--- src/rtl/core/tcb_pkg.sv ---
// Shared types, constants and register codes of the tile map blitter.
package tcb_pkg;

    localparam int TILE_SIZE_DEF     = 8;
    localparam int TILESET_WORDS_DEF = 65536;

    localparam int CFG_INDEX_W = 3;
    localparam int CFG_DATA_W  = 32;
    localparam int PIXEL_W     = 32;
    localparam int ID_W        = 16;
    localparam int COLS_W      = 9;
    localparam int GRID_W      = 10;
    localparam int DIM_W       = 12;
    localparam int SCROLL_W    = 16;
    localparam int POS_W       = 11;
    localparam int CALC_W      = 24;
    localparam int X_W         = 18;
    localparam int Y_W         = 14;
    localparam int DIV_STEPS   = 16;
    localparam int STEP_W      = 5;

    localparam logic [ID_W-1:0]     FIRST_GID_RST = 16'd1;
    localparam logic [COLS_W-1:0]   COLUMNS_RST   = 9'd32;
    localparam logic [DIM_W-1:0]    WIDTH_RST     = 12'd640;
    localparam logic [DIM_W-1:0]    HEIGHT_RST    = 12'd480;
    localparam logic [SCROLL_W-1:0] SCROLL_RST    = 16'd0;
    localparam logic [PIXEL_W-1:0]  KEY_RST       = 32'hFFFF00FF;
    localparam logic [DIM_W-1:0]    SCREEN_MAX    = 12'd2048;

    typedef enum logic [CFG_INDEX_W-1:0] {
        REG_FIRST_GID       = 3'd0,
        REG_TILESET_COLUMNS = 3'd1,
        REG_SCREEN_WIDTH    = 3'd2,
        REG_SCREEN_HEIGHT   = 3'd3,
        REG_SCROLL_X        = 3'd4,
        REG_COLOR_KEY       = 3'd5
    } cfg_index_t;

    typedef enum logic {
        OP_LOAD = 1'b0,
        OP_DRAW = 1'b1
    } operation_t;

    typedef enum logic [2:0] {
        ST_IDLE,
        ST_DIV,
        ST_ADDR,
        ST_CHECK,
        ST_SCAN,
        ST_DRAIN
    } state_t;

    typedef struct packed {
        logic               valid;
        logic [POS_W-1:0]   x;
        logic [POS_W-1:0]   y;
        logic [PIXEL_W-1:0] value;
    } hit_t;

endpackage

--- src/rtl/core/tcb_if.sv ---


interface tcb_write_if;
    logic        valid;
    logic        ready;
    logic [10:0] screen_x;
    logic [10:0] screen_y;
    logic [31:0] pixel_value;
    logic        last_write;

    modport source (
        output valid, screen_x, screen_y, pixel_value, last_write,
        input  ready
    );
    modport sink (
        input  valid, screen_x, screen_y, pixel_value, last_write,
        output ready
    );
endinterface

--- src/rtl/core/tcb_emit.sv ---
// Holds the newest visible pixel until its last flag is known, then
// registers it onto the write channel.
module tcb_emit (
    input  logic          clk,
    input  logic          rst_n,
    input  tcb_pkg::hit_t hit,
    input  logic          flush,
    output logic          ready,
    tcb_write_if.source   writes
);
    import tcb_pkg::*;

    logic               pend_valid_reg;
    logic [POS_W-1:0]   pend_x_reg;
    logic [POS_W-1:0]   pend_y_reg;
    logic [PIXEL_W-1:0] pend_value_reg;
    logic               out_valid_reg;
    logic [POS_W-1:0]   out_x_reg;
    logic [POS_W-1:0]   out_y_reg;
    logic [PIXEL_W-1:0] out_value_reg;
    logic               out_last_reg;
    logic               out_free;
    logic               take;
    logic               move;

    assign out_free = !out_valid_reg || writes.ready;
    assign ready    = !pend_valid_reg || out_free;
    assign take     = hit.valid && ready;
    assign move     = pend_valid_reg && out_free && (hit.valid || flush);

    always_ff @(posedge clk or negedge rst_n)
    begin
        if (!rst_n)
        begin
            pend_valid_reg <= 1'b0;
            out_valid_reg  <= 1'b0;
        end
        else
        begin
            if (take)
            begin
                pend_valid_reg <= 1'b1;
            end
            else if (move)
            begin
                pend_valid_reg <= 1'b0;
            end
            if (move)
            begin
                out_valid_reg <= 1'b1;
            end
            else if (writes.ready)
            begin
                out_valid_reg <= 1'b0;
            end
        end
    end

    always_ff @(posedge clk)
    begin
        if (take)
        begin
            pend_x_reg     <= hit.x;
            pend_y_reg     <= hit.y;
            pend_value_reg <= hit.value;
        end
        if (move)
        begin
            out_x_reg     <= pend_x_reg;
            out_y_reg     <= pend_y_reg;
            out_value_reg <= pend_value_reg;
            out_last_reg  <= !take;
        end
    end

    assign writes.valid       = out_valid_reg;
    assign writes.screen_x    = out_x_reg;
    assign writes.screen_y    = out_y_reg;
    assign writes.pixel_value = out_value_reg;
    assign writes.last_write  = out_last_reg;

endmodule

--- src/flat_wrapper.sv ---
// flat-port wrapper written by rule: the top's interface ports become plain ports
module tcb_emit_flat import tcb_pkg::*;
  (clk, rst_n, hit, flush, ready, writes_valid, writes_screen_x, writes_screen_y, writes_pixel_value, writes_last_write, writes_ready);
  tcb_write_if writes_i ();
  input  logic clk;
  input  logic rst_n;
  input  tcb_pkg::hit_t hit;
  input  logic flush;
  output logic ready;
  output wire logic [$bits(writes_i.valid)-1:0] writes_valid;
  output wire logic [$bits(writes_i.screen_x)-1:0] writes_screen_x;
  output wire logic [$bits(writes_i.screen_y)-1:0] writes_screen_y;
  output wire logic [$bits(writes_i.pixel_value)-1:0] writes_pixel_value;
  output wire logic [$bits(writes_i.last_write)-1:0] writes_last_write;
  input wire logic [$bits(writes_i.ready)-1:0] writes_ready;
  assign writes_valid = writes_i.valid;
  assign writes_screen_x = writes_i.screen_x;
  assign writes_screen_y = writes_i.screen_y;
  assign writes_pixel_value = writes_i.pixel_value;
  assign writes_last_write = writes_i.last_write;
  assign writes_i.ready = writes_ready;
  tcb_emit u_core (.clk(clk), .rst_n(rst_n), .hit(hit), .flush(flush), .ready(ready), .writes(writes_i));
endmodule
--- config.mk ---
export PLATFORM = sky130hd
export DESIGN_NAME = tcb_emit_flat
export DESIGN_NICKNAME = d
export VERILOG_FILES = /design/src/rtl/core/tcb_pkg.sv /design/src/rtl/core/tcb_if.sv /design/src/rtl/core/tcb_emit.sv /design/src/flat_wrapper.sv
export SDC_FILE = /design/constraint.sdc
export NUM_CORES = 1
export LEC_CHECK = 0
export BUFFER_PORTS_ARGS = -buffer_cell sky130_fd_sc_hd__buf_4
export CORE_MARGIN = 2
export CORE_UTILIZATION = 50
export DETAILED_ROUTE_END_ITERATION = 16
export GPL_ROUTABILITY_DRIVEN = 0
export PLACE_DENSITY = 0.89
export SETUP_SLACK_MARGIN = 0.3
export SLEW_MARGIN = 20
export SYNTH_ARGS = -nofsm -noshare
export SYNTH_HDL_FRONTEND = slang
export SYNTH_SLANG_ARGS = --single-unit
--- constraint.sdc ---
create_clock -name clk -period 5.5 [get_ports clk]
set_input_delay 0.55 -clock clk [delete_from_list [all_inputs] [get_ports clk]]
set_output_delay 0.55 -clock clk [all_outputs]
set_load 0.05 [all_outputs]
# [After elaboration in Yosys (flattened, before gate mapping)]
# Cells that the tools add are included.
# W data, S select, Z words.
[word_totals] ff_bits=111 latch_bits=0 ramBits=0 rom_bits=0 inputBits=59 output_inout_bits=57 wordCells=24 n_memories=0
[op_classes] addsub=0 n_mul=0 n_div=0 n_lt_le_gt_ge=0 eq_ne=0 shift=0 n_mux=4 bitwise=0 n_reduce_logical=11
[ops] cell="$mux W1" count=4
[ops] cell="$reduce_bool A2 Y1" count=2
[ops] cell="$logic_and A1 B1 Y1" count=3
[ops] cell="$logic_not A1 Y1" count=3
[ops] cell="$logic_or A1 B1 Y1" count=3

# [Depth between registers and ports, before layout]
[depth] word_depth=6 mapped_depth=2 ltp_nobuf=2

# [Least setup slack after synthesis]
# Ideal clock, no wire load.
[synth_timing] path_kind="flip-flop to flip-flop" startpoint="register u_core.out_valid_reg (netlist: u_core.writes.valid)" endpoint="register u_core.out_last_reg (netlist: u_core.writes.last_write), enable pin" setup_time_ns=0.475 arrival_time_ns=3.217 required_time_ns=5.025 path_slack_ns=1.808 path_stages_with_launch=3 n_path_buf=0 synth_period_minus_slack_ns=3.692 path_cell_list="dfrtp_1 > nand2b_1 > nor2b_1"
[synth_via] elab_chain_len=4
[synth_rtl] element="from (decl)" line_no="tcb_emit.sv:17" text="logic out_valid_reg;"
[synth_rtl] element="from (signal assigned)" line_no="tcb_emit.sv:36" text="out_valid_reg <= 1'b0;"
[synth_rtl] element="from (signal assigned)" line_no="tcb_emit.sv:50" text="out_valid_reg <= 1'b1;"
[synth_rtl] element="from (signal assigned)" line_no="tcb_emit.sv:54" text="out_valid_reg <= 1'b0;"
[synth_rtl] element="$logic_not A1 Y1" line_no="tcb_emit.sv:26" text="assign out_free = !out_valid_reg || writes.ready;"
[synth_rtl] element="$logic_or A1 B1 Y1" line_no="tcb_emit.sv:26"
[synth_rtl] element="$logic_and A1 B1 Y1 (2 in series)" line_no="tcb_emit.sv:29" text="assign move = pend_valid_reg && out_free && (hit.valid || flush);"
[synth_rtl] element="net u_core.move" line_no="tcb_emit.sv:24" text="logic move;"
[synth_rtl] element="to (signal assigned)" line_no="tcb_emit.sv:72" text="out_last_reg <= !take;"
[synth_rtl] element="to (decl)" line_no="tcb_emit.sv:21" text="logic out_last_reg;"
# The timed path passes the listed nets, and every way through them passes these cells.
# A chain may end at the register's enable or synchronous reset.

# [Final worst setup path]
[layout_timing] startpoint="register u_core.out_valid_reg (netlist: u_core.writes.valid)" endpoint="register u_core.pend_y_reg[3], enable pin"
[layout_via] elab_chain_len=4
[layout_rtl] element="$logic_not A1 Y1" line_no="tcb_emit.sv:26"
[layout_rtl] element="$logic_or A1 B1 Y1" line_no="tcb_emit.sv:26"
[layout_rtl] element="$logic_or A1 B1 Y1" line_no="tcb_emit.sv:27" text="assign ready = !pend_valid_reg || out_free;"
[layout_rtl] element="$logic_and A1 B1 Y1" line_no="tcb_emit.sv:28" text="assign take = hit.valid && ready;"
[layout_rtl] element="net u_core.take" line_no="tcb_emit.sv:23" text="logic take;"
[layout_rtl] element="to (signal assigned)" line_no="tcb_emit.sv:64" text="pend_y_reg <= hit.y;"
[layout_rtl] element="to (decl)" line_no="tcb_emit.sv:15" text="logic [POS_W-1:0] pend_y_reg;"
# The timed path passes the listed nets, and every way through them passes these cells.

==> flow_metrics.py <==
metrics = {
    "final_layout": {
        "fillers": 388,
        "multi_input_area_um2": 57.6,
        "layout-drive-gt1-share": 0.522,
        "syn_to_final_growth_pct": 36.4,
        "seq_area_um2": 3320,
        "nets": 309,
        "final_cells": 332,
        "antenna-diode-count": 0,
    },
    "grt": {
        "grt_max_degree": 56,
        "grt_pass1_vias": 1653,
        "grt_usage": 0.155,
        "grt_pass1_wl_um": 8170,
        "overflow": 0,
        "antenna_found_initial": 0,
    },
    "placed_design": {
        "place_inst": 315,
        "portBuffers": 115,
        "hpwlAfterDp_um": 3710,
        "place_ws_ns": 3.51,
    },
    "job": {
        "maxCapViolations": 0,
    },
    "synthesis": {
        "synth_edf_count": 109,
        "netlist_instances": 121,
        "syn_area_um2": 3380,
        "synth_flop_cell": "edfxtp_1",
        "yosys.area.top_type_share": 0.970,
        "seq_area_frac_synth": 0.984,
        "ys_types": 11,
        "yosysMostFrequentCell": "edfxtp_1",
        "syn_area_per_cell_um2": 27.9,
        "ys_warn_count": 0,
        "synth.largest_area_cell": "edfxtp_1",
        "async_flop_share": 0.0180,
        "synthesis.nets": 180,
        "ys_ff_latch": 111,
        "synth_common_cells": "109 x edfxtp_1, 2 x dfrtp_1, 2 x nand2_1",
        "ys_top_cells_by_area": "edfxtp_1 97%, dfrtp_1 1.5%, nand2_1 0.22%",
    },
    "critical_path": {
        "arrival_ns": 1.81,
        "start_kind": "register",
        "worstPathMaxFanout": 30,
        "required_ns": 5.55,
        "r2r_slack_ns": 3.74,
        "max_stage_delay_ns": 0.65,
        "path_cells": "nand3b_1 -> and2_2 -> buf_16",
        "endpoint_kind": "register",
        "critPathKind": "register to register",
        "crit_path_top_delay_cell": "and2_2",
    },
    "routing": {
        "dr_total_vias": 1548,
        "vias_per_cell": 4.66,
        "drc": 0,
        "drtPass1Iterations": 4,
        "antenna_left": 0,
        "drt_iter0_drc": 105,
        "wl_um": 5520,
        "wire_per_inst_um": 16.6,
    },
    "sta": {
        "drv_slew": 0,
        "fmax_mhz": 569,
        "finClkSkew_ns": 0.00588,
        "fin_ws_ns": 3.74,
        "worst_pin_slew_ns": 0.732,
        "rsz0062_at_grt": "no",
        "slew_headroom": 0.512,
        "setup_violations": 0,
        "finalSetupTns_ns": 0,
        "period_share": 0.320,
        "period_needed_ns": 1.76,
        "final_hold_viol_count": 0,
    },
    "clock_network": {
        "cts_buffer_depth": 2,
        "cts_resized": 0,
        "tritoncts": "done",
        "htreeDepth": 3,
        "cts-root-buf": "clkbuf_8",
        "worst_skew_pair.late_latency_ns": 0.35,
        "cts_inserted_buffers": 9,
        "clkTransAtPathRegs_ns": 0.09,
        "holdBufCountCts": 1,
        "cts_sinks": 111,
        "postCtsSetupBuffers": 0,
    },
    "floorplanning": {
        "fp.dieW_um": 86.2,
        "dieArea_um2": 7420,
        "start_util": 0.526,
        "core.rowCount": 29,
        "die_h_um": 86.2,
        "ios": 116,
        "core-area_um2": 6420,
    },
    "power_and_ir_drop": {
        "swShare": 0.248,
        "p_sw_uw": 450,
        "clkPwrFrac": 0.280,
        "p_int_mw": 1.36,
        "power_density_nw_per_um2": 394,
        "seq_power_share": 0.570,
        "peakVddDrop_v": 0.000309,
        "comb_power_share": 0.150,
        "power.leakage_nw": 1.78,
    },
    "status": {
        "status": "finished, final reports clean",
    },
    "hold_path": {
        "hold_class": "input port to register",
    },
}
-- worst paths after layout --
kind	startpoint	cells past startpoint	to
worst min-delay path	hit[4]	1	u_core.pend_value_reg[4]
max in group asynchronous	rst_n	2	u_core.writes.valid
worst max register to register	u_core.writes.valid	3	u_core.pend_y_reg[3]
worst min register to register	u_core.pend_x_reg[6]	0	u_core.writes.screen_x[6]
worst max-delay path	u_core.writes.valid	3	u_core.pend_y_reg[3]
min in group asynchronous	rst_n	2	u_core.pend_valid_reg
-- layer usage --
| metal | share of wire | global-route usage |
|---|---|---|
| met5 | 0 | 0 |
| met4 | 0.013 | 0.0649 |
| met3 | 0.097 | 0.0770 |
| met2 | 0.54 | 0.259 |
| met1 | 0.35 | 0.168 |
-- logic make-up (layout without fill, tap and decap cells) --
group	after synthesis	in the layout	share of synthesized area
AOI/OAI and AO/OA	2	2	0.00334
buffers and inverters	1	135	0.00111
DFF	111	111	0.984
and+or+nand+nor	7	7	0.0111
-- cell type report --
cell class,instances,share of cell area
Inverter,1,0.000815
Timing Repair Buffer,118,0.197
Clock buffer,12,0.0315
Multi-Input combinational cell,9,0.0125
Sequential cell,111,0.722
Tap cell,77,0.0209
Clock inverter,4,0.0152
-- cells in the final DEF (no fill, tap or decap) --
master,n
edfxtp_1,109
buf_16,1
inv_1,1
dlygate4sd3_1,1
nand3b_1,1
clkbuf_1,2
nor2_1,1
o21ai_1,1
clkinv_2,2
nand2b_1,1
nand2_1,2
a31oi_1,1
dfrtp_1,2
clkbuf_8,10
buf_4,116
bufinv_16,2
nor2b_4,1
and2_2,1
-- per-stage QoR --
step / cell area (um^2) / power [mW] / hold slack (ns) / utilization
CTS: 4600 / 1.83 / 0.355 / 0.717
detailed placement: 4380 / 1.33 / 0.335 / 0.682
global placement: 4350 / 1.32 / 0.332 / 0.678
global route: 4600 / 1.88 / 0.346 / 0.717
floorplan: 3380 / 1.22 / 0.254 / -
finish: 4600 / 1.81 / 0.373 / 0.717
-- power by group through the flow --
| stage | clock (mW) | sequential, mW | combinational [mW] |
|---|---|---|---|
| floorplan | 0 | 1.19 | 0.0301 |
| global placement | 0 | 1.05 | 0.264 |
| detailed placement | 0 | 1.05 | 0.274 |
| CTS | 0.521 | 1.03 | 0.275 |
| global route | 0.557 | 1.04 | 0.283 |
| finish | 0.508 | 1.03 | 0.273 |
-- worst max-delay path, delay by kind of cell, from the launching register on --
family / cells / cell delay [ns]
buffers and inverters: 1 / 0.25
flip-flops: 1 / 0.41
AND/OR/NAND/NOR: 2 / 0.79
No activity file was read; power rests on OpenSTA's default activity.
