## src/rtl/core/tcb_pkg.sv

```systemverilog
// Shared types, constants and register codes of the tile map blitter.
package tcb_pkg;

    localparam int TILE_SIZE_DEF     = 8;
    localparam int TILESET_WORDS_DEF = 65536;

    localparam int CFG_INDEX_W = 3;
    localparam int CFG_DATA_W  = 32;
    localparam int PIXEL_W     = 32;
    localparam int ID_W        = 16;
    localparam int COLS_W      = 9;
    localparam int GRID_W      = 10;
    localparam int DIM_W       = 12;
    localparam int SCROLL_W    = 16;
    localparam int POS_W       = 11;
    localparam int CALC_W      = 24;
    localparam int X_W         = 18;
    localparam int Y_W         = 14;
    localparam int DIV_STEPS   = 16;
    localparam int STEP_W      = 5;

    localparam logic [ID_W-1:0]     FIRST_GID_RST = 16'd1;
    localparam logic [COLS_W-1:0]   COLUMNS_RST   = 9'd32;
    localparam logic [DIM_W-1:0]    WIDTH_RST     = 12'd640;
    localparam logic [DIM_W-1:0]    HEIGHT_RST    = 12'd480;
    localparam logic [SCROLL_W-1:0] SCROLL_RST    = 16'd0;
    localparam logic [PIXEL_W-1:0]  KEY_RST       = 32'hFFFF00FF;
    localparam logic [DIM_W-1:0]    SCREEN_MAX    = 12'd2048;

    typedef enum logic [CFG_INDEX_W-1:0] {
        REG_FIRST_GID       = 3'd0,
        REG_TILESET_COLUMNS = 3'd1,
        REG_SCREEN_WIDTH    = 3'd2,
        REG_SCREEN_HEIGHT   = 3'd3,
        REG_SCROLL_X        = 3'd4,
        REG_COLOR_KEY       = 3'd5
    } cfg_index_t;

    typedef enum logic {
        OP_LOAD = 1'b0,
        OP_DRAW = 1'b1
    } operation_t;

    typedef enum logic [2:0] {
        ST_IDLE,
        ST_DIV,
        ST_ADDR,
        ST_CHECK,
        ST_SCAN,
        ST_DRAIN
    } state_t;

    typedef struct packed {
        logic               valid;
        logic [POS_W-1:0]   x;
        logic [POS_W-1:0]   y;
        logic [PIXEL_W-1:0] value;
    } hit_t;

endpackage

```

## src/rtl/core/tcb_div.sv

```systemverilog
// Restoring divider, one quotient bit per cycle, returning the remainder.
module tcb_div (
    input  logic                      clk,
    input  logic                      rst_n,
    input  logic                      start,
    input  logic [tcb_pkg::ID_W-1:0]   dividend,
    input  logic [tcb_pkg::COLS_W-1:0] divisor,
    output logic                      done,
    output logic [tcb_pkg::COLS_W-1:0] remainder
);
    import tcb_pkg::*;

    logic [ID_W-1:0]   shift_reg;
    logic [COLS_W-1:0] rem_reg;
    logic [COLS_W-1:0] divisor_reg;
    logic [STEP_W-1:0] step_reg;
    logic              busy_reg;
    logic              done_reg;
    logic [COLS_W:0]   trial;
    logic [COLS_W:0]   diff;
    logic              fits;

    assign trial = {rem_reg, shift_reg[ID_W-1]};
    assign fits  = trial >= {1'b0, divisor_reg};
    assign diff  = trial - {1'b0, divisor_reg};

    always_ff @(posedge clk or negedge rst_n)
    begin
        if (!rst_n)
        begin
            busy_reg <= 1'b0;
            done_reg <= 1'b0;
            step_reg <= '0;
        end
        else
        begin
            done_reg <= 1'b0;
            if (start)
            begin
                busy_reg <= 1'b1;
                step_reg <= '0;
            end
            else if (busy_reg)
            begin
                step_reg <= step_reg + STEP_W'(1);
                if (step_reg == STEP_W'(DIV_STEPS - 1))
                begin
                    busy_reg <= 1'b0;
                    done_reg <= 1'b1;
                end
            end
        end
    end

    always_ff @(posedge clk)
    begin
        if (start)
        begin
            shift_reg   <= dividend;
            rem_reg     <= '0;
            divisor_reg <= divisor;
        end
        else if (busy_reg)
        begin
            shift_reg <= {shift_reg[ID_W-2:0], fits};
            rem_reg   <= fits ? diff[COLS_W-1:0] : trial[COLS_W-1:0];
        end
    end

    assign done      = done_reg;
    assign remainder = rem_reg;

    a_start_busy: assert property (@(posedge clk) disable iff (!rst_n)
        start |=> busy_reg)
        else $error("divider did not start");

endmodule

```

## config.mk

```make
export PLATFORM = sky130hd
export DESIGN_NAME = tcb_div
export DESIGN_NICKNAME = d
export VERILOG_FILES = /design/src/rtl/core/tcb_pkg.sv /design/src/rtl/core/tcb_div.sv
export SDC_FILE = /design/constraint.sdc
export NUM_CORES = 1
export LEC_CHECK = 0
export BUFFER_PORTS_ARGS = -buffer_cell sky130_fd_sc_hd__buf_2
export CORE_MARGIN = 2
export CORE_UTILIZATION = 59
export DETAILED_ROUTE_END_ITERATION = 8
export PLACE_DENSITY_LB_ADDON = 0.15
export SYNTH_ARGS = -nofsm -noshare
export SYNTH_HDL_FRONTEND = slang
export SYNTH_SLANG_ARGS = --single-unit
```

## constraint.sdc

```tcl
create_clock -name clk -period 5.7 [get_ports clk]
set_input_delay 0.855 -clock clk [delete_from_list [all_inputs] [get_ports clk]]
set_output_delay 0.855 -clock clk [all_outputs]
set_load 0.02 [all_outputs]
```

-- Word-level counts from Yosys, hierarchy flattened
Index checks and enable logic that the tools add are counted.
- $add $sub $neg: 2
- multiply operators: 0
- divide/modulo/power cells: 0
- magnitude comparators: 1
- equality and inequality tests: 1
- shift-type cells: 0
- multiplexer cells: 11
- bitwise logic cells: 0
- reduce and logical (&&, ||, !) cells: 1
- operators with widths (operator ; count):
    $mux 16 ; 2
    $ge 10x9->1 ; 1
    $mux 5 ; 2
    $mux 9 ; 1
    $sub 9x9->9 ; 1
    $mux 1 ; 6
    $add 5x1->5 const B ; 1
    $eq 5x4->1 const B ; 1
    $reduce_bool 2->1 ; 1
- flip-flop bits (word level): 41
- latch bits: 0
- RAM bits: 0
- bits in read-only memories: 0
- output and inout bits: 10
- logic and storage cells: 22
- memories: 0

-- Logic depth before layout (Yosys ltp)
Gate-level depths: netlist of run 1.
- depth after elaboration: 4
- mapped depth: 10
- depth with buffers taken out: 9

-- Worst setup path after synthesis of run 1
OpenSTA, ideal clock, no wires.
- kind: register -> register
- from: register shift_reg[15]
- to: register shift_reg[0] (data pin)
- arrival: 2.096 ns
- required time: 5.440 ns
- slack: 3.344 ns
- stages on the path, launching flop included: 10
- cell sequence: edfxtp_1 inv_1 ha_1 inv_1 fa_1 a211oi_1 o211ai_2 a21o_1 buf_2 mux2_2
- cells in the longest elaborated chain, start to end: 3
- RTL lines (element ; RTL line ; source):
    from (decl) ; tcb_div.sv:13 ; logic [ID_W-1:0] shift_reg;
    from (signal assigned) ; tcb_div.sv:59 ; shift_reg <= dividend;
    from (signal assigned) ; tcb_div.sv:65 ; shift_reg <= {shift_reg[ID_W-2:0], fits};
    $ge 10x9->1 ; tcb_div.sv:24 ; assign fits = trial >= {1'b0, divisor_reg};
    $mux 16 ; tcb_div.sv:63 ; else if (busy_reg)
    $mux 16 ; tcb_div.sv:57 ; if (start)
No other way between the ends. The select of a mux whose other input is x is not followed.
A chain may end at the register's enable or synchronous reset.

-- Worst setup path in the final report of run 1
- from: register shift_reg[15]
- to: register rem_reg[7] (netlist: remainder[7])
- cells in the longest elaborated chain, start to end: 2
- elaborated cells on any way between the ends: 3
- classes of those cells: 1 x add/sub; 1 x order compare; 1 x mux
- RTL lines (element ; RTL line ; source):
    $sub 9x9->9 or $ge 10x9->1 (tied branches) ; tcb_div.sv:25, tcb_div.sv:24 ;
    $mux 9 (*) ; tcb_div.sv:66 ; rem_reg <= fits ? diff[COLS_W-1:0] : trial[COLS_W-1:0];
    to (signal assigned) ; tcb_div.sv:66 ;
    to (decl) ; tcb_div.sv:14 ; logic [COLS_W-1:0] rem_reg;
Every way passes the cells marked *; elsewhere a longest branch is shown, timed or not.

==> impl_results.md, run 1 <==
- R2R cell count: 9
- Clock skew: 12.2 ps
- Total Routing Usage GR: 0.197
- P&R area growth vs syn: 12.5%
- Max Slew Vio Count: 0
- Slew @ Worst Pin: 657 ps
- CTS H-tree lvls: 2
- Cell Count, Final, Fillers Out: 260
- Final period util: 0.440
- Placement Rows: 21
- Routed Antenna Nets: 0
- Synth cell types: 40
- Max FO, Critical Path: 7
- Tmin final: 2510 ps
- Hold Crit Class: input pin to asynchronous set/reset pin
- First-pass GRT wire length: 6.10 mm
- Worst Path Required: 5940 ps
- Outcome: complete, no violations
- Register area: 1110 sq um
- Synth area leader: edfxtp_1
- Main synth FF type: edfxtp_1
- Initial antenna violation count: 0
- Max reg flops: 16
- Drt first-iter violations: 77
- Inst Count DP: 252
- Worst r2r src: shift_reg[15]$_DFFE_PP_
- P_leak: 0.00104 uW
- Final core utilization: 0.693
- Number of global-route vias before repair: 1381
- Worst-Skew Late Latency: 340 ps
- Largest net degree at the start of global routing: 35
- Routed WL: 3.69 mm
- CP Class: flip-flop to flip-flop
- R2R Path End: remainder[7]$_SDFFE_PP0P_
- Top cell type's share of synthesized area: 0.362
- Dominant cells by area after synthesis: edfxtp_1, dfxtp_1, mux2_2
- I/O Buffers: 37
- RSZ-0062 raised after global routing: false
- First-pass iteration count of the detailed router: 4
- Crit path DAT: 2740 ps
- Die area: 4000 sq um
- Via count: 1436
- Mapped Nets: 216
- Max transition margin: 0.562
- Dpl hpwl: 2.83 mm
- WL/cell: 14.2 microns
- Fillcell total: 263
- Cells after Synth: 176
- Synthesized cell area: 2070 sq um
- Final GP Congestion: 0.856
- Final Hold Fails: 0
- Yosys warns: 0
- Number of CTS-inserted buffers: 5
- Worst R2R Setup Slack: 3190 ps
- TritonCTS Sinks: 41
- Worst-path clk slew: 120 ps
- Maxcap violations: 0
- FMAX: 0.399 GHz
- Final setup viols: 0
- Flops & latches, synth: 41
- Total setup buffers inserted after CTS: 0
- Final net count: 253
- Die width: 63.3 microns
- Hold-fix buffers, CTS: 0
- Vias per cell: 5.52
- Post-CTS Resized: 0
- Setup tns final: 0 ps
- CTS tree: yes
- Root Driver: clkbuf_4
- Post-synth EDFFs: 25
- IO Pins: 38
- Peak supply drop: 0.199 mV
- Startpoint Class: flip-flop
- Grt ovf: 0
- Initial core utilization: 0.616
- Die H: 63.3 microns
- Core footprint: 3360 sq um
- Diode count: 0
- CP Capture Type: flip-flop
- Syn Area/Cell: 11.8 sq um
- Clk buf depth: 2
- Layout cell share with drive strength beyond 1: 0.299
- Post-synth ARST share: 0.171
- Footprint of the multi-input gates: 875 sq um
- Pwr Density: 405 nW/um^2
- Seq/Total Area, Yosys: 0.534
- DRC Markers: 0
-- placed cells by master (no fill, tap or decap), types with 2 or more instances in the layout --
cell / Yosys / layout
nand3_1: 4 / 4
dfxtp_1: 9 / 9
inv_1: 15 / 15
clkbuf_4: 0 / 5
a21o_2: 2 / 2
mux2i_1: 6 / 6
a21o_1: 3 / 3
buf_2: 1 / 37
edfxtp_1: 25 / 25
a32oi_1: 2 / 2
o21ai_1: 3 / 3
a21oi_1: 5 / 5
nand2b_1: 2 / 2
nor2_1: 12 / 12
xor2_1: 5 / 5
xnor2_1: 2 / 2
nand4_1: 2 / 2
clkinv_2: 0 / 2
o21ai_0: 8 / 8
nand2_1: 10 / 10
ha_1: 11 / 11
dfrtp_1: 7 / 7
mux2_2: 16 / 16
a211oi_1: 4 / 4
-- cell families (layout without fill, tap and decap cells) --
logic type	Yosys count	after routing	synth area share
AOI/OAI and AO/OA	36	36	0.120
xor gates and xnor gates	7	7	0.0296
adders and majority gates	12	12	0.0761
buffers and inverters	22	60	0.0441
DFF	41	41	0.534
muxes	22	22	0.116
and+or+nand+nor	36	36	0.0803
-- where the power goes --
group          switching (uW)  leakage, uW  total, uW  internal (uW)
Clock                    87.0    0.0000320        134           47.0
Combinational             234     0.000588        401            166
Sequential               40.2     0.000423        410            370
-- stage by stage --
stage / setup slack [ps] / hold slack (ps) / total power (uW) / cell area, sq um
final: 3190 / 325 / 945 / 2330
after global routing: 3030 / 318 / 1000 / 2330
after CTS: 3220 / 316 / 946 / 2330
after detailed placement: 3060 / 499 / 811 / 2280
after global placement: 3170 / 488 / 801 / 2280
after floorplan: 3340 / 479 / 716 / 2070
-- critical path: stages (launching register included) --
cell and delay, ps:
edfxtp_1 400, inv_1 70, ha_1 150, inv_1 50, fa_1 400, a211oi_1 430, o211ai_2 160, a21oi_1 460
or4_1 220, o21ai_1 60
-- synth_stat cells (all sizes together) (4+ instances only) --
cell type,n
a211oi,5
a21o,5
a21oi,5
clkbuf,5
dfrtp,7
dfxtp,9
edfxtp,25
ha,11
inv,15
mux2,16
mux2i,6
nand2,10
nand3,4
nor2,12
o21ai,11
xor2,5
-- metal layers --
layer / global-route usage / up-vias / part of all wire
li1: - / 717 / -
met1: 0.261 / 676 / 0.44
met2: 0.316 / 38 / 0.48
met3: 0.0446 / 5 / 0.057
met4: 0.0815 / 0 / 0.017
met5: 0 / - / 0
-- cell type report --
type / instances / area share
inverter: 15 / 0.0242
tap: 46 / 0.0247
timing repair buffer: 37 / 0.0794
clock buffer: 6 / 0.0177
sequential: 41 / 0.475
multi-input combinational: 113 / 0.375
clock inverter: 2 / 0.00429
-- worst max path at each step --
stage                                       start                        end  slack [ps]
after floorplan           shift_reg[15]$_DFFE_PP_     shift_reg[0]$_DFFE_PP_        3340
after global placement                      start     shift_reg[3]$_DFFE_PP_        3170
after detailed placement                    start     shift_reg[7]$_DFFE_PP_        3060
after CTS                 shift_reg[15]$_DFFE_PP_  remainder[7]$_SDFFE_PP0P_        3220
after global routing      shift_reg[15]$_DFFE_PP_  remainder[7]$_SDFFE_PP0P_        3030
final                     shift_reg[15]$_DFFE_PP_  remainder[7]$_SDFFE_PP0P_        3190
Note: power is estimated with default switching activity, not from simulation.
==> run 2: changes to the inputs <==
--- a/config.mk
+++ b/config.mk
@@ -7,7 +7,7 @@
 export LEC_CHECK = 0
 export BUFFER_PORTS_ARGS = -buffer_cell sky130_fd_sc_hd__buf_2
 export CORE_MARGIN = 2
-export CORE_UTILIZATION = 59
+export CORE_UTILIZATION = 49
 export DETAILED_ROUTE_END_ITERATION = 8
 export PLACE_DENSITY_LB_ADDON = 0.15
 export SYNTH_ARGS = -nofsm -noshare
==> constraint.sdc (replaced) <==
create_clock -name clk -period 2.1 [get_ports clk]
set_input_delay 0.315 -clock clk [delete_from_list [all_inputs] [get_ports clk]]
set_output_delay 0.315 -clock clk [all_outputs]
set_load 0.02 [all_outputs]
==> impl_results.md, run 2 (synthesis results as in run 1) <==
- Worst setup margin: -103 ps (-3300 ps)
- Placement Rows: 23 (+9.5%)
- R2R Path End: remainder[5]$_SDFFE_PP0P_
- Number of CTS-inserted buffers: 5 (unchanged)
- Initial core utilization: 0.514 (-0.102)
- DRC Markers: 0 (unchanged)
- Max transition margin: 0.642 (+0.0797)
- Clk buf depth: 2 (unchanged)
- CTS H-tree lvls: 2 (unchanged)
- Die H: 69.0 microns (+9.1%)
- Most frequent cells in the layout: buf_2, edfxtp_1, mux2_2, inv_1, buf_4
- Final core utilization: 0.630 (-0.0633)
- Via count: 1543 (+7.5%)
- Core footprint: 4030 sq um (+20%)
- Routed WL: 4.23 mm (+15%)
- Most common cell after layout, fill and taps aside: buf_2
- Startpoint Class: flip-flop
- CP Class: flip-flop to flip-flop
- Drt first-iter violations: 58 (-25%)
- WL/cell: 15.1 microns (+6.3%)
- Initial antenna violation count: 0 (unchanged)
- Final GP Congestion: 0.885 (+3.3%)
- I/O Buffers: 37 (unchanged)
- Hold Path Stages: 1
- Slew @ Worst Pin: 533 ps (-124 ps)
- Root Driver: clkbuf_8
- Setup crit end: remainder[5]$_SDFFE_PP0P_
- Max Slew Vio Count: 0 (unchanged)
- Clock skew: 6.77 ps (-5.46 ps)
- P&R area growth vs syn: 22.5%
- Hold Crit Class: input pin to flip-flop
- Met2 usage in global routing: 0.321 (+0.00402)
- Critical path origin: shift_reg[15]$_DFFE_PP_
- Max FO, Critical Path: 6 (-1)
- Total Routing Usage GR: 0.190 (-0.00793)
- Tmin final: 2200 ps (-302 ps)
- Largest net degree at the start of global routing: 19 (-46%)
- Peak-usage layer in the global routing report: met2
- Worst-path clk slew: 80 ps (-40 ps)
- First-pass GRT wire length: 7.16 mm (+17%)
- Number of global-route vias before repair: 1592 (+15%)
- Dpl hpwl: 3.14 mm (+11%)
- Pwr Density: 1190 nW/um^2 (+190%)
- Max reg flops: 16 (unchanged)
- Final period util: 1.05 (+0.610)
- TritonCTS Sinks: 41 (unchanged)
- Fin Hold WS: 187 ps (-138 ps)
- Failing checks: negative setup slack
- P_leak: 0.00114 uW (+9.6%)
- FMAX: 0.454 GHz (+14%)
- Layout cell share with drive strength beyond 1: 0.361 (+0.0618)
- Worst r2r src: shift_reg[15]$_DFFE_PP_
- Peak supply drop: 0.622 mV (+210%)
- Worst R2R Setup Slack: -100 ps (-3300 ps)
- Vias per cell: 5.51 (-0.22%)
- Met1 usage: 0.228 (-0.0323)
- R2R cell count: 10 (+1)
- Die width: 69.0 microns (+9.1%)
- CTS tree: yes
- Crit path DAT: 2370 ps (-370 ps)
- Final net count: 269 (+6.3%)
- Die area: 4760 sq um (+19%)
- Outcome: complete, but fails checks
- Met3 Use GR: 0.0526 (+0.00799)
- RSZ-0062 raised after global routing: true
- Routed Antenna Nets: 0 (unchanged)
- Diode count: 0 (unchanged)
- Final Hold Fails: 0 (unchanged)
- CP Capture Type: flip-flop
- Worst-Skew Late Latency: 300 ps (-40 ps)
- IO Pins: 38 (unchanged)
- Grt ovf: 0 (unchanged)
- Maxcap violations: 0 (unchanged)
- First-pass iteration count of the detailed router: 4 (unchanged)
- Final setup viols: 7 (+7)
- Worst Path Required: 2270 ps (-3670 ps)
==> run 2: worst min-delay path by stage <==
stage	start	to	slack, ps
finish	divisor[2]	divisor_reg[2]$_DFFE_PP_	190
global route	divisor[2]	divisor_reg[2]$_DFFE_PP_	180
floorplan	rst_n	busy_reg$_DFF_PN0_	20
global placement	rst_n	step_reg[2]$_DFFE_PN0P_	150
detailed placement	rst_n	step_reg[0]$_DFFE_PN0P_	160
CTS	divisor[2]	divisor_reg[2]$_DFFE_PP_	180
==> run 2: metrics by stage <==
step / setup WS [ps] / setup TNS (ps) / cell area (sq um) / total power, uW / std cells
finish: -103 / -524 / 2540 / 3030 / 280
global route: -186 / -1320 / 2540 / 3210 / 280
CTS: -65.4 / -271 / 2510 / 2990 / 278
detailed placement: -85.6 / -364 / 2380 / 2340 / 268
global placement: 61.5 / 0 / 2380 / 2290 / 268
floorplan: -53.7 / -53.7 / 2080 / 1970 / 176
==> run 2: metal layers <==
layer | share of wire | vias up | wire length (microns)
met5 | 0 | - | 0
met4 | 0.016 | 0 | 66
met3 | 0.052 | 8 | 222
met2 | 0.50 | 44 | 2130
met1 | 0.43 | 749 | 1810
li1 | - | 742 | -
==> run 2: area by class of cell <==
type / count / area, sq um
multi-input combinational: 113 / 895
timing repair buffer: 53 / 312
clock buffer: 6 / 72.6
sequential: 41 / 1110
tap: 50 / 62.6
fill: 332 / 1490
inverter: 15 / 56.3
clock inverter: 2 / 33.8
==> run 2: power breakdown <==
| group | internal (uW) | switching (uW) |
|---|---|---|
| logic | 595 | 716 |
| registers | 1010 | 92.1 |
| clock network | 351 | 267 |
==> run 2: timing repair <==
action,CTS,global route
hold buffers,1,0
endpoints found under the hold margin,7,0
setup buffers,1,2
pin swaps,1,0
gates resized for setup,4,2
endpoints found under the setup margin,8,10
==> run 2: critical path: stages, from the launching register on <==
cell      delay, ps
edfxtp_1        400
inv_1            80
ha_2            180
inv_2            40
fa_2            360
a211oi_4        250
o211ai_2        130
a21o_1          230
buf_6           150
a31oi_1         170
o21ai_1          80
==> run 3: changes to the inputs <==
--- a/config.mk
+++ b/config.mk
@@ -6,7 +6,7 @@
 export NUM_CORES = 1
 export LEC_CHECK = 0
 export BUFFER_PORTS_ARGS = -buffer_cell sky130_fd_sc_hd__buf_2
-export CORE_MARGIN = 2
+export CORE_MARGIN = 4
 export CORE_UTILIZATION = 49
 export DETAILED_ROUTE_END_ITERATION = 8
 export PLACE_DENSITY_LB_ADDON = 0.15
==> impl_results.md, run 3 (synthesis results as in run 1) <==
- Placement Rows: 23 (unchanged)
- Number of global-route vias before repair: 1619 (+1.7%)
- Layout cell share with drive strength beyond 1: 0.375 (+0.0141)
- Outcome: complete, but fails checks
- Number of CTS-inserted buffers: 5 (unchanged)
- R2R Path End: remainder[4]$_SDFFE_PP0P_
- Largest net degree at the start of global routing: 21 (+2)
- Critical path origin: shift_reg[15]$_DFFE_PP_
- TritonCTS Sinks: 41 (unchanged)
- RSZ-0062 raised after global routing: true
- Routed WL: 4.53 mm (+7.1%)
- First-pass GRT wire length: 7.40 mm (+3.5%)
- CP Capture Type: flip-flop
- Grt ovf: 0 (unchanged)
- Worst setup margin: -119 ps (-15.5 ps)
- Drt first-iter violations: 119 (+110%)
- Int Power: 1920 uW (-1.7%)
- P&R area growth vs syn: 24.4%
- Via count: 1545 (+0.13%)
- I/O Buffers: 37 (unchanged)
- Fillcell total: 327 (-1.5%)
- IO Pins: 38 (unchanged)
- Switching power: 1140 uW (+5.7%)
- Final period util: 1.06 (+0.00738)
- CTS H-tree lvls: 2 (unchanged)
- Diode count: 0 (unchanged)
- Clock skew: 7.40 ps (+0.630 ps)
- Die width: 73.0 microns (+5.8%)
- Hold Path Stages: 1 (unchanged)
- Worst Path Required: 2260 ps (about the same)
- First-pass iteration count of the detailed router: 4 (unchanged)
- Final net count: 271 (+0.74%)
- Clock power frac: 0.177 (-0.027)
- Comb pwr share: 0.462 (+0.029)
- P_leak: 0.00116 uW (+1.7%)
- Vias per cell: 5.48 (-0.58%)
- Crit path DAT: 2380 ps (about the same)
- Startpoint Class: flip-flop
- Routed Antenna Nets: 0 (unchanged)
- Most common cell after layout, fill and taps aside: buf_2
- Worst r2r src: shift_reg[15]$_DFFE_PP_
- Total Routing Usage GR: 0.184 (-0.00601)
- Worst R2R Setup Slack: -120 ps (-20 ps)
- Die H: 73.0 microns (+5.8%)
- Slew @ Worst Pin: 462 ps (-70.2 ps)
- Final Hold Fails: 0 (unchanged)
- R2R cell count: 10 (unchanged)
- Die area: 5330 sq um (+12%)
- Final setup viols: 10 (+3)
- Fin Hold WS: 187 ps (+0.414 ps)
- CP Class: flip-flop to flip-flop
- Setup crit end: remainder[4]$_SDFFE_PP0P_
- Fin area: 2580 sq um (+1.6%)
- Placed Instance Area: 2400 sq um (+0.74%)
- Final GP Congestion: 0.914 (+3.3%)
- Worst-path clk slew: 80 ps (about the same)
- Sequential share of power: 0.361 (-0.002)
- Root Driver: clkbuf_8
- Pwr Density: 1190 nW/um^2 (-0.62%)
- Peak supply drop: 0.704 mV (+13%)
- WL/cell: 16.1 microns (+6.3%)
- Tmin final: 2220 ps (+15.5 ps)
- Initial antenna violation count: 0 (unchanged)
- Max transition margin: 0.689 (+0.0472)
- Clk buf depth: 2 (unchanged)
- Worst-Skew Late Latency: 300 ps (about the same)
- Most frequent cells in the layout: buf_2, edfxtp_1, mux2_2, inv_1, buf_4
- Failing checks: negative setup slack
- Placement Setup Slack: -73.4 ps (+12.3 ps)
- Switching share of power: 0.372 (+0.0166)
- FMAX: 0.451 GHz (-0.70%)
- Max Slew Vio Count: 0 (unchanged)
- Dpl hpwl: 3.38 mm (+7.7%)
- CTS tree: yes
- Max reg flops: 16 (unchanged)
- Maxcap violations: 0 (unchanged)
- Core footprint: 4060 sq um (+0.71%)
- DRC Markers: 0 (unchanged)
- Hold Crit Class: input pin to flip-flop
- Max FO, Critical Path: 6 (unchanged)
- Initial core utilization: 0.511 (-0.00365)
[run 3: worst min path at each step]
stage / start / endpoint / slack, ps
3_5_place_dp: rst_n / step_reg[2]$_DFFE_PN0P_ / 150
2_1_floorplan: rst_n / busy_reg$_DFF_PN0_ / 20
4_1_cts: divisor[2] / divisor_reg[2]$_DFFE_PP_ / 180
6_report: divisor[3] / divisor_reg[3]$_DFFE_PP_ / 190
5_1_grt: divisor[1] / divisor_reg[1]$_DFFE_PP_ / 180
3_3_place_gp: rst_n / step_reg[2]$_DFFE_PN0P_ / 150
[run 3: area by class of cell]
cell class                 count  area, sq um  area share
sequential                    41         1110       0.429
timing repair buffer          55          355       0.138
clock buffer                   8         90.1      0.0350
inverter                      15         56.3      0.0218
tap                           50         62.6      0.0243
multi-input combinational    113          907       0.352
[run 3: worst max-delay path, stage by stage (launching register included)]
cell	delay [ps]
edfxtp_1	410
inv_1	80
ha_2	190
inv_2	40
fa_2	360
a211oi_2	240
o211ai_2	150
a21o_1	230
buf_6	150
mux2i_1	140
o22ai_1	90
[run 3: routing by layer]
metal  global-route usage  wire (microns)  vias up
li1                     -               -      748
met4               0.0779             117        0
met1                0.228            2000      733
met5                    0               0        -
met2                0.302            2170       49
met3               0.0455             233       15
[run 3: power by group through the flow]
stage / registers [uW] / logic, uW / clock network, uW
2_1_floorplan: 1190 / 772 / 0
3_3_place_gp: 1120 / 1200 / 0
3_5_place_dp: 1120 / 1260 / 0
4_1_cts: 1100 / 1320 / 551
6_report: 1100 / 1410 / 541
5_1_grt: 1120 / 1530 / 584
[run 3: timing repair]
item	4_1_cts	5_1_grt
hold endpoints to repair	7	0
hold buffers	1	0
buffers inserted	3	3
gates resized for setup	6	4
gates cloned	0	0
pin swaps	0	2
endpoints found under the setup margin	10	10
[run 3: per-stage QoR]
step	total power, uW	instances	utilization	TNS, ps
2_1_floorplan	1970	176	-	-53.7
3_3_place_gp	2310	267	0.591	0
3_5_place_dp	2380	267	0.591	-461
4_1_cts	2980	279	0.624	-235
5_1_grt	3240	282	0.635	-1910
6_report	3050	282	0.635	-699
